### config.mk
export PLATFORM = sky130hd
export DESIGN_NAME = tsdt_ram
export DESIGN_NICKNAME = d
export VERILOG_FILES = /design/src/rtl/tsdt_ram.sv
export SDC_FILE = /design/constraint.sdc
export NUM_CORES = 1
export LEC_CHECK = 0
export BUFFER_PORTS_ARGS = -buffer_cell sky130_fd_sc_hd__buf_2
export CORE_MARGIN = 3
export CORE_UTILIZATION = 30
export CTS_CLUSTER_DIAMETER = 60
export DETAILED_ROUTE_END_ITERATION = 10
export GPL_TIMING_DRIVEN = 1
export SYNTH_ARGS = -nofsm -noshare
export SYNTH_HDL_FRONTEND = slang
export SYNTH_SLANG_ARGS = --single-unit
### constraint.sdc
create_clock -name clk -period 4.2 [get_ports clk]
set_input_delay 0.84 -clock clk [delete_from_list [all_inputs] [get_ports clk]]
set_output_delay 0.84 -clock clk [all_outputs]
set_load 0.01 [all_outputs]
### src/rtl/tsdt_ram.sv
// ----------------------------------------------------------------------------
// tsdt_ram
// Generic single-write, single-read RAM with registered read data.
// ----------------------------------------------------------------------------
module tsdt_ram #(
    parameter int WIDTH = 8,
    parameter int DEPTH = 64,
    localparam int AW = (DEPTH > 1) ? $clog2(DEPTH) : 1
) (
    input  logic             clk,
    input  logic             we,
    input  logic [AW-1:0]    waddr,
    input  logic [WIDTH-1:0] wdata,
    input  logic [AW-1:0]    raddr,
    output logic [WIDTH-1:0] rdata
);

    logic [WIDTH-1:0] mem [DEPTH];
    logic [WIDTH-1:0] rdata_reg;

    always_ff @(posedge clk)
    begin
        if (we)
        begin
            mem[waddr] <= wdata;
        end
        rdata_reg <= mem[raddr];
    end

    assign rdata = rdata_reg;

endmodule

==> results.md <==
- Vias per cell: between 5 and 6
- Clock tree sinks: 520
- Drt pass-1 iters: 5
- Synth cell types: 40
- CTS Buffer Depth: 3
- Hpwl dp: approximately 28,000 um
- Most common cell after layout, fill and taps aside: edfxtp_1
- Setup TNS: 0 ns
- Crit. path cell count: 4
- Asr flop ratio synth: 0%
- Postcts setup bufs: 0
- Top_reg_cell synth: edfxtp_1
- Status: completed
- Buf/Inv on CP: 1
- DR WL/cell: roughly 24 um
- Final wirelength: 45,600 um
- Reg2Reg Depth: 5
- Max rail drop VDD: about 0.00025 V
- Leak: ~7 nW
- Worst setup margin: between 1.5 and 2 ns
- Post-Synth XOR/XNOR Area: 0%
- Critical Path Source Type: input port
- Placed inst area: approximately 21,000 sq um
- Synth area leaders: edfxtp_1, mux4_2, nor2_1
- Ys Warns: 0
- Post-Syn Area: 20,170 sq um
- IO buf count: 29
- Setup WS pre-CTS: about 0.95 ns
- Die area: between 70,000 and 80,000 sq um
- Seq/Total Area, Yosys: approximately 77%
- Tcrit/Tclk final: a little over three fifths
- Post-Synth Adder-Cell Area: 0%
- Number of global-route vias before repair: between 9,000 and 10,000
- Die height: 265.3 um
- Hold-fix buffers, CTS: 0
- Critical Path Start: waddr[2]
- # IOs: 30
- Finish-stage setup viols: 0
- Remaining Overflow, GRT: 0
- Hold crit path type: input port to flop
- Via count: 9,547
- Largest family of logic cells by synthesized area: multiplexers
- Critical path's largest stage delay: 0.99 ns
- Simple-Gate Fraction of Synth Area: ~3.4%
- Fraction of layout cells with a size suffix above 1: roughly a quarter
- Crit-path max FO: 10
- Core Area: 66,220 sq um
- Setup slack, reg-to-reg: between 2 and 2.5 ns
- Final instance area: between 20,000 and 25,000 sq um
- Final Max Slew Viols: 0
- TritonCTS clock tree: built
- Final net count: 1,026
- RR Startpoint: mem[29][4]
- Clock-pin slew on the worst setup and hold paths: 0.06 ns
- Pin count of the biggest net entering global routing: 65
- Most frequent CP cell: nor2_1
- Yosys reg bits: 520
- Number of max-cap violations: 0
- Most frequent cells in the layout: edfxtp_1, mux4_2, nor2_1
- Fmax: between 0.3 and 0.4 GHz
- Cells after Synth: 940
- Final-report hold violation count: 0
- Max reg flops: around 510
- Gpl congestion: between 0.7 and 0.8
- Synthesized area per cell: around 21 sq um
- Worst r2r dst: rdata[4]
- P per Cell Area: about 450 nW/um^2
- Fillers: ~6,000
- CP max-delay cell: nor2_1
- First-pass GRT wire length: roughly 67,000 um
- Slew margin rel.: a little over a fifth
- Critical Path End: mem[33][5]
- Syn_nets: just under 1,000
- Setup CP Type: input port to flop
- Worst slew pin tran: around 1.2 ns
- Worst-skew pair later-pin latency: approximately 0.58 ns
- CP delay by family, top: simple AND/OR/NAND/NOR gates
- Starting Density: a little under a third
- Arrival time worst endpoint: between 2 and 3 ns
- Synth top area share: about three quarters
- Cts bufs inserted: 51
- Initial antenna violation count: 3
- CP required: around 4.4 ns
- Fraction of synthesized area in multiplexers: 15.94%
- P&R area growth vs syn: 13.34%
- GRT Util Overall: 12.97%
- RSZ-0062 raised after global routing: false
- Crit-path cells: buf_2 -> nor2_1 -> nand3_1 -> nor2_1
- H-tree Lvls: 2
- Compound-Gate Fraction of Synth Area: ~2.1%
- Total chip power: roughly 10 mW
- Core Util, Final: between 30% and 40%
- Yosys top cell by area: edfxtp_1
- Worst Setup End Kind: flop
- Root buffer selected by CTS: clkbuf_16
- Die Wd: roughly 270 um
- DRC: 0
- Post-synth EDFFs: about 510
- Antenna viol nets, final: 0
- 1st-iter DRT viols: approximately 800
- # rows: 94
- Min cycle time layout: 2.629 ns
- Max Clock Skew: approximately 0.023 ns
- Post-CTS sizing: 0
cell usage after synthesis, types with 3 or more instances:
cell type and n:
edfxtp_1 512, mux4_2 126, nor2_1 83, mux2i_1 23
nand2_1 19, clkbuf_1 17, nor2b_1 14, buf_4 13
mux2_2 13, nand3_1 13, buf_2 11, dfxtp_1 8
o221ai_1 8, o22ai_1 8, nand2b_1 7, nor3_1 7
a221oi_1 6, a211oi_1 4, buf_1 4, buf_6 4
a21oi_1 3, a22oi_1 3, nand3b_1 3, o2111ai_1 3
o2bb2ai_1 3
per-layer routing:
| metal | GRT usage [%] | up-vias | wire, um | share of wire (%) |
|---|---|---|---|---|
| met3 | 3.099 | 81 | 3249 | 7.1 |
| met4 | 3.993 | 2 | 1175 | 2.6 |
| li1 | - | 4058 | - | - |
| met1 | 17.91 | 5116 | 19440 | 43 |
| met2 | 20.47 | 290 | 21720 | 48 |
| met5 | 0 | - | 13 | 0.029 |
how the worst min path moves through the flow:
stage / from / endpoint / slack [ns] / cells past startpoint
2_1_floorplan: mem[34][0] / rdata[0] / 0.72 / 4
3_3_place_gp: mem[30][4] / rdata[4] / 0.82 / 3
3_5_place_dp: mem[31][4] / rdata[4] / 0.83 / 3
4_1_cts: raddr[5] / rdata[2] / 0.63 / 3
5_1_grt: raddr[5] / rdata[2] / 0.68 / 3
6_report: raddr[5] / rdata[2] / 0.67 / 3
where the power goes:
part / switching, mW / internal [mW]
sequential: 0.0173 / 5.75
clock: 1.83 / 2.26
combinational: 0.326 / 0.198
total: 2.17 / 8.21
layout make-up:
type,count,area (sq um),share of cell area (%)
Antenna cell,3,7.507,0.03284
Timing Repair Buffer,62,469.2,2.053
Clock inverter,25,135.1,0.5912
Clock buffer,61,1314,5.748
Tap cell,864,1081,4.730
Multi-Input combinational cell,369,4315,18.88
Sequential cell,520,15530,67.97
per-stage QoR:
step	instances	hold slack, ns
floorplan	940	0.7183
global placement	1815	0.8221
detailed placement	1815	0.8326
CTS	1901	0.6322
global route	1901	0.6784
finish	1904	0.6743
kinds of logic (layout without fill, tap and decap cells):
kind of cell	after synthesis	in the layout
AOI/OAI and AO/OA	54	54
buffers and inverters	51	148
DFF	520	520
muxes	162	162
other	0	3
and+or+nand+nor	153	153
worst reg2reg max path, delay by kind of cell (launching register included):
kind,cells,cell delay [ns]
multiplexers,2,0.77
AO/OA/AOI/OAI,2,0.42
flip-flops,1,0.35
AND/OR/NAND/NOR,1,0.32
(Power assumes the default switching activity.)
