<file path="src/rtl/tsdt_pkg.sv">
// ----------------------------------------------------------------------------
// tsdt_pkg
// Shared types, codes and defaults of the thread syscall density table.
// ----------------------------------------------------------------------------
package tsdt_pkg;

    localparam int TABLE_ENTRIES_DEFAULT = 64;

    localparam int CFG_INDEX_W = 2;
    localparam int CFG_DATA_W  = 32;

    localparam logic [CFG_INDEX_W-1:0] CFG_MIN_TICKS  = 2'd0;
    localparam logic [CFG_INDEX_W-1:0] CFG_THRESHOLD  = 2'd1;
    localparam logic [CFG_INDEX_W-1:0] CFG_CEILING    = 2'd2;

    localparam logic [31:0] MIN_TICKS_RESET = 32'd1;
    localparam logic [7:0]  THRESHOLD_RESET = 8'd4;
    localparam logic [7:0]  CEILING_RESET   = 8'd8;

    localparam logic [1:0] MODE_OBSERVE        = 2'd0;
    localparam logic [1:0] MODE_QUERY          = 2'd1;
    localparam logic [1:0] MODE_FORGET_THREAD  = 2'd2;
    localparam logic [1:0] MODE_FORGET_PROCESS = 2'd3;

    localparam logic STATUS_OK   = 1'b0;
    localparam logic STATUS_FULL = 1'b1;

    typedef struct packed {
        logic [1:0]  mode;
        logic [31:0] process;
        logic [63:0] thread_id;
        logic [63:0] ticks_used;
        logic [63:0] calls_made;
    } in_beat_t;

    typedef struct packed {
        logic       serialize;
        logic [7:0] score;
        logic       status;
    } out_beat_t;

    typedef struct packed {
        logic [31:0] process;
        logic [63:0] thread;
        logic [7:0]  score;
    } entry_t;

    typedef struct packed {
        logic load_lo;
        logic load_hi;
    } dense_ctrl_t;

endpackage

</file>
<file path="src/rtl/tsdt_dense.sv">
// ----------------------------------------------------------------------------
// tsdt_dense
// Density test: ticks < minimum * calls, product built from two 32x32 steps.
// ----------------------------------------------------------------------------
module tsdt_dense (
    input  logic                  clk,
    input  tsdt_pkg::dense_ctrl_t ctrl,
    input  logic [31:0]           min_ticks,
    input  logic [63:0]           ticks,
    input  logic [63:0]           calls,
    output logic                  dense
);

    logic [31:0] operand;
    logic [63:0] part;
    logic [63:0] lo_reg;
    logic [63:0] hi_reg;
    logic [95:0] product;

    assign operand = ctrl.load_hi ? calls[63:32] : calls[31:0];
    assign part    = 64'(min_ticks) * 64'(operand);

    always_ff @(posedge clk)
    begin
        if (ctrl.load_lo)
        begin
            lo_reg <= part;
        end
        if (ctrl.load_hi)
        begin
            hi_reg <= part;
        end
    end

    assign product = {hi_reg, 32'd0} + {32'd0, lo_reg};
    assign dense   = (calls != 64'd0) && ({32'd0, ticks} < product);

endmodule

</file>
<file path="config.mk">
export PLATFORM = sky130hd
export DESIGN_NAME = tsdt_dense
export DESIGN_NICKNAME = d
export VERILOG_FILES = /design/src/rtl/tsdt_pkg.sv /design/src/rtl/tsdt_dense.sv
export SDC_FILE = /design/constraint.sdc
export NUM_CORES = 2
export LEC_CHECK = 0
export BUFFER_PORTS_ARGS = -buffer_cell sky130_fd_sc_hd__clkbuf_2
export CORE_UTILIZATION = 35
export CTS_BUF_LIST = sky130_fd_sc_hd__clkbuf_2 sky130_fd_sc_hd__clkbuf_4 sky130_fd_sc_hd__clkbuf_8
export CTS_CLUSTER_SIZE = 16
export DETAILED_ROUTE_END_ITERATION = 10
export RECOVER_POWER = 50
export SETUP_SLACK_MARGIN = 0.02
export SYNTH_ARGS = -nofsm -noshare
export SYNTH_HDL_FRONTEND = slang
export SYNTH_SLANG_ARGS = --single-unit
</file>
<file path="constraint.sdc">
create_clock -name clk -period 15.4 [get_ports clk]
set_input_delay 2.31 -clock clk [delete_from_list [all_inputs] [get_ports clk]]
set_output_delay 2.31 -clock clk [all_outputs]
set_load 0.01 [all_outputs]
</file>
==> metrics.md <==
| Metric | Value |
|---|---|
| Outcome | finished, violations left |
| Failing checks | max-capacitance violations, max-slew violations |
| Netlist Area Pre-Place | 42100 µm² |
| Min-delay src | ctrl[0] |
| DRT iter0 DRCs | a little under 2000 |
| Post-synth EDFFs | approximately 130 |
| Clock transition at the registers of the reported paths | around 0.080 ns |
| Most numerous cell in the Yosys netlist | inv_1 |
| First-pass GRT wire length | around 190 mm |
| Starting Density | 0.355 |
| Post-synth top cells | inv_1, fa_1, and2_1 |
| DRC viols | 0 |
| Die ar. | around 120000 µm² |
| Hold Path Depth | 1 |
| Worst Path Max Fanout | 55 |
| Final hold violations | 0 |
| Post-detailed-route wirelength per cell | about 20 µm |
| Mean Syn Cell Area | 9.32 µm² |
| Total gr overflow | 0 |
| CTS buffer count | 17 |
| Worst-Margin Slew | 3.68 ns |
| Area share of the largest cell type after synthesis | 0.426 |
| Die width | roughly 350 µm |
| Max Fclk | roughly 92 MHz |
| Critical path arrival | about 11 ns |
| Hold WC Path Type | input pin to register |
| Ys Warns | 0 |
| Wirelength, routed | between 100 and 150 mm |
| Via count | roughly 31000 |
| CP most frequent cell | fa_1 |
| Layout area overhead | 5.86% |
| Core area | roughly 120000 µm² |
| Part of the cycle the worst path needs | 0.704 |
| Largest family of logic cells by synthesized area | adder cells |
| FP Rows | roughly 130 |
| Initial antenna violation count | 4 |
| Input/output buffers | between 150 and 200 |
| TritonRoute pass-1 iters | 5 |
| Commonest register cell after synthesis | edfxtp_1 |
| Vias in the first global route | ~33000 |
| Cells taking the most area after synthesis | fa_1, ha_1, edfxtp_1, inv_1, and2_1 |
| Synth cell types | 83 |
| Post-route ant nets | 0 |
| PostCTS Resize Cnt | 0 |
| Storage element area | around 3800 µm² |
| Synth Area in Simple Gates | 0.176 |
| Sequential fraction of the synthesis area | 0.0912 |
| Gp weighted congestion | around 0.92 |
| Fillers | 12070 |
| Via/cell ratio | 5.12 |
| Setup TNS | 0 ns |
| Critical path class | input pin to register |
| Min Tclk post-route | 10.84 ns |
| Clock Path Buffers | 2 |
| RSZ-0062 raised after global routing | false |
| Syn_nets | roughly 5900 |
| Synth area leader | fa_1 |
| All-Layer GR Usage | 0.202 |
| Slowest cell on crit path | mux2_2 |
| Critical Path Source Type | input pin |
| Die H | 349 µm |
| Xor/xnor share of the synthesized area | 0.0200 |
| Fraction of registers with async set/reset | 0 |
| Synth Area in Compound Gates | 0.0669 |
| Relative slew slack | -1.45 |
| Cts hold-fix bufs | 0 |
| IO Count | between 150 and 200 |
| Fraction of synthesized area in multiplexers | 0.00945 |
| Syn Inst Count | ~4500 |
| Max-cap viol count | 2 |
| Root Driver | clkbuf_8 |
| Worst Path Required | approximately 16 ns |
| CP endpoint kind | register |
| Clk sink count | about 130 |
| Largest net degree at the start of global routing | 65 |
| DP Wirelength | ~97 mm |
| Synth Area in Adders | 0.533 |
| # Post-CTS Setup Buffers | 0 |
| Multi-input logic area | roughly 34000 µm² |
| CTS tree | built |
| H-tree levels | 4 |
| Final nets | ~5900 |
| Max-slew violations | around 110 |
| Layout cells sized above 1 | 0.0596 |
| Crit path largest cell delay | about 0.68 ns |
| Yosys reg bits | approximately 130 |
| Hold EP | hi_reg[15] |
| Final setup viols | 0 |
-- how the worst max path moves through the flow --
stage,cells past startpoint,start,end
2_1_floorplan,30,ctrl[0],hi_reg[63]
3_3_place_gp,27,ctrl[0],hi_reg[63]
3_5_place_dp,27,ctrl[0],lo_reg[63]
4_1_cts,27,ctrl[0],lo_reg[63]
5_1_grt,27,ctrl[0],hi_reg[63]
6_report,27,ctrl[0],lo_reg[63]
-- per-stage QoR --
step | hold slack, ns | worst slack, ns | utilization | std cells | cell area [µm²]
floorplan | 2.42 | 5.27 | - | 4521 | 42100
global placement | 2.98 | 4.24 | 0.372 | 6066 | 44200
detailed placement | 2.97 | 4.14 | 0.372 | 6066 | 44200
CTS | 2.50 | 4.60 | 0.376 | 6098 | 44600
global route | 2.51 | 4.11 | 0.376 | 6099 | 44600
finish | 2.50 | 4.56 | 0.376 | 6100 | 44600
-- worst max-delay path: cells and delay by family --
family / cells / cell delay [ns]
multiplexers: 1 / 0.68
XOR/XNOR: 1 / 0.13
AND/OR/NAND/NOR: 1 / 0.31
adder cells (fa/ha/maj): 9 / 4.03
AO/OA/AOI/OAI: 10 / 2.52
buffers and inverters: 5 / 0.84
-- per-layer routing --
layer,part of all wire,track usage,up-vias
li1,-,-,13822
met1,0.46,0.290,16238
met2,0.47,0.331,1068
met3,0.063,0.0227,124
met4,0.013,0.0324,2
met5,0.000092,0,-
-- cell families (layout without fill, tap and decap cells) --
group,after synthesis,count (layout)
other cells,0,2
simple gates,1425,1425
mux,36,36
flops,128,128
buf+inv,1158,1135
xor+xnor,96,96
compound gates,423,423
fa+ha+maj,1255,1255
-- area by class of cell --
type / instances / area share
Antenna cell: 2 / 0.000112
Clock inverter: 15 / 0.00337
Multi-Input combinational cell: 3235 / 0.762
Clock buffer: 17 / 0.00525
Inverter: 927 / 0.0780
Timing Repair Buffer: 176 / 0.0204
Sequential cell: 128 / 0.0862
Tap cell: 1600 / 0.0449
-- layout by cell type, fill, tap and decap left out, types with 5 or more instances in the layout --
cell type / count
o31ai_1: 14
a31oi_1: 19
and2_1: 513
clkbuf_8: 17
inv_1: 927
a21o_1: 61
fa_1: 897
o21bai_1: 12
nor2b_1: 98
a2111oi_0: 6
a21oi_1: 124
xor2_1: 31
o21a_1: 18
or3_1: 13
a221o_1: 5
o21ai_0: 66
nand4_1: 43
xnor2_1: 65
or2_2: 6
and3_1: 18
nor2_1: 80
a221oi_1: 5
o211ai_1: 16
nand2_1: 509
nand3_1: 46
nor4_1: 25
clkbuf_2: 162
o21ai_1: 6
inv_6: 6
ha_1: 358
mux2_2: 30
and4_1: 12
o22ai_1: 5
buf_4: 12
a211oi_1: 12
nand2b_1: 19
or4_1: 5
edfxtp_1: 128
nor3_1: 23
Power is left out: the tool's default activity adds up to more than one toggle a clock period on the data nets, which glitch-free logic cannot reach.
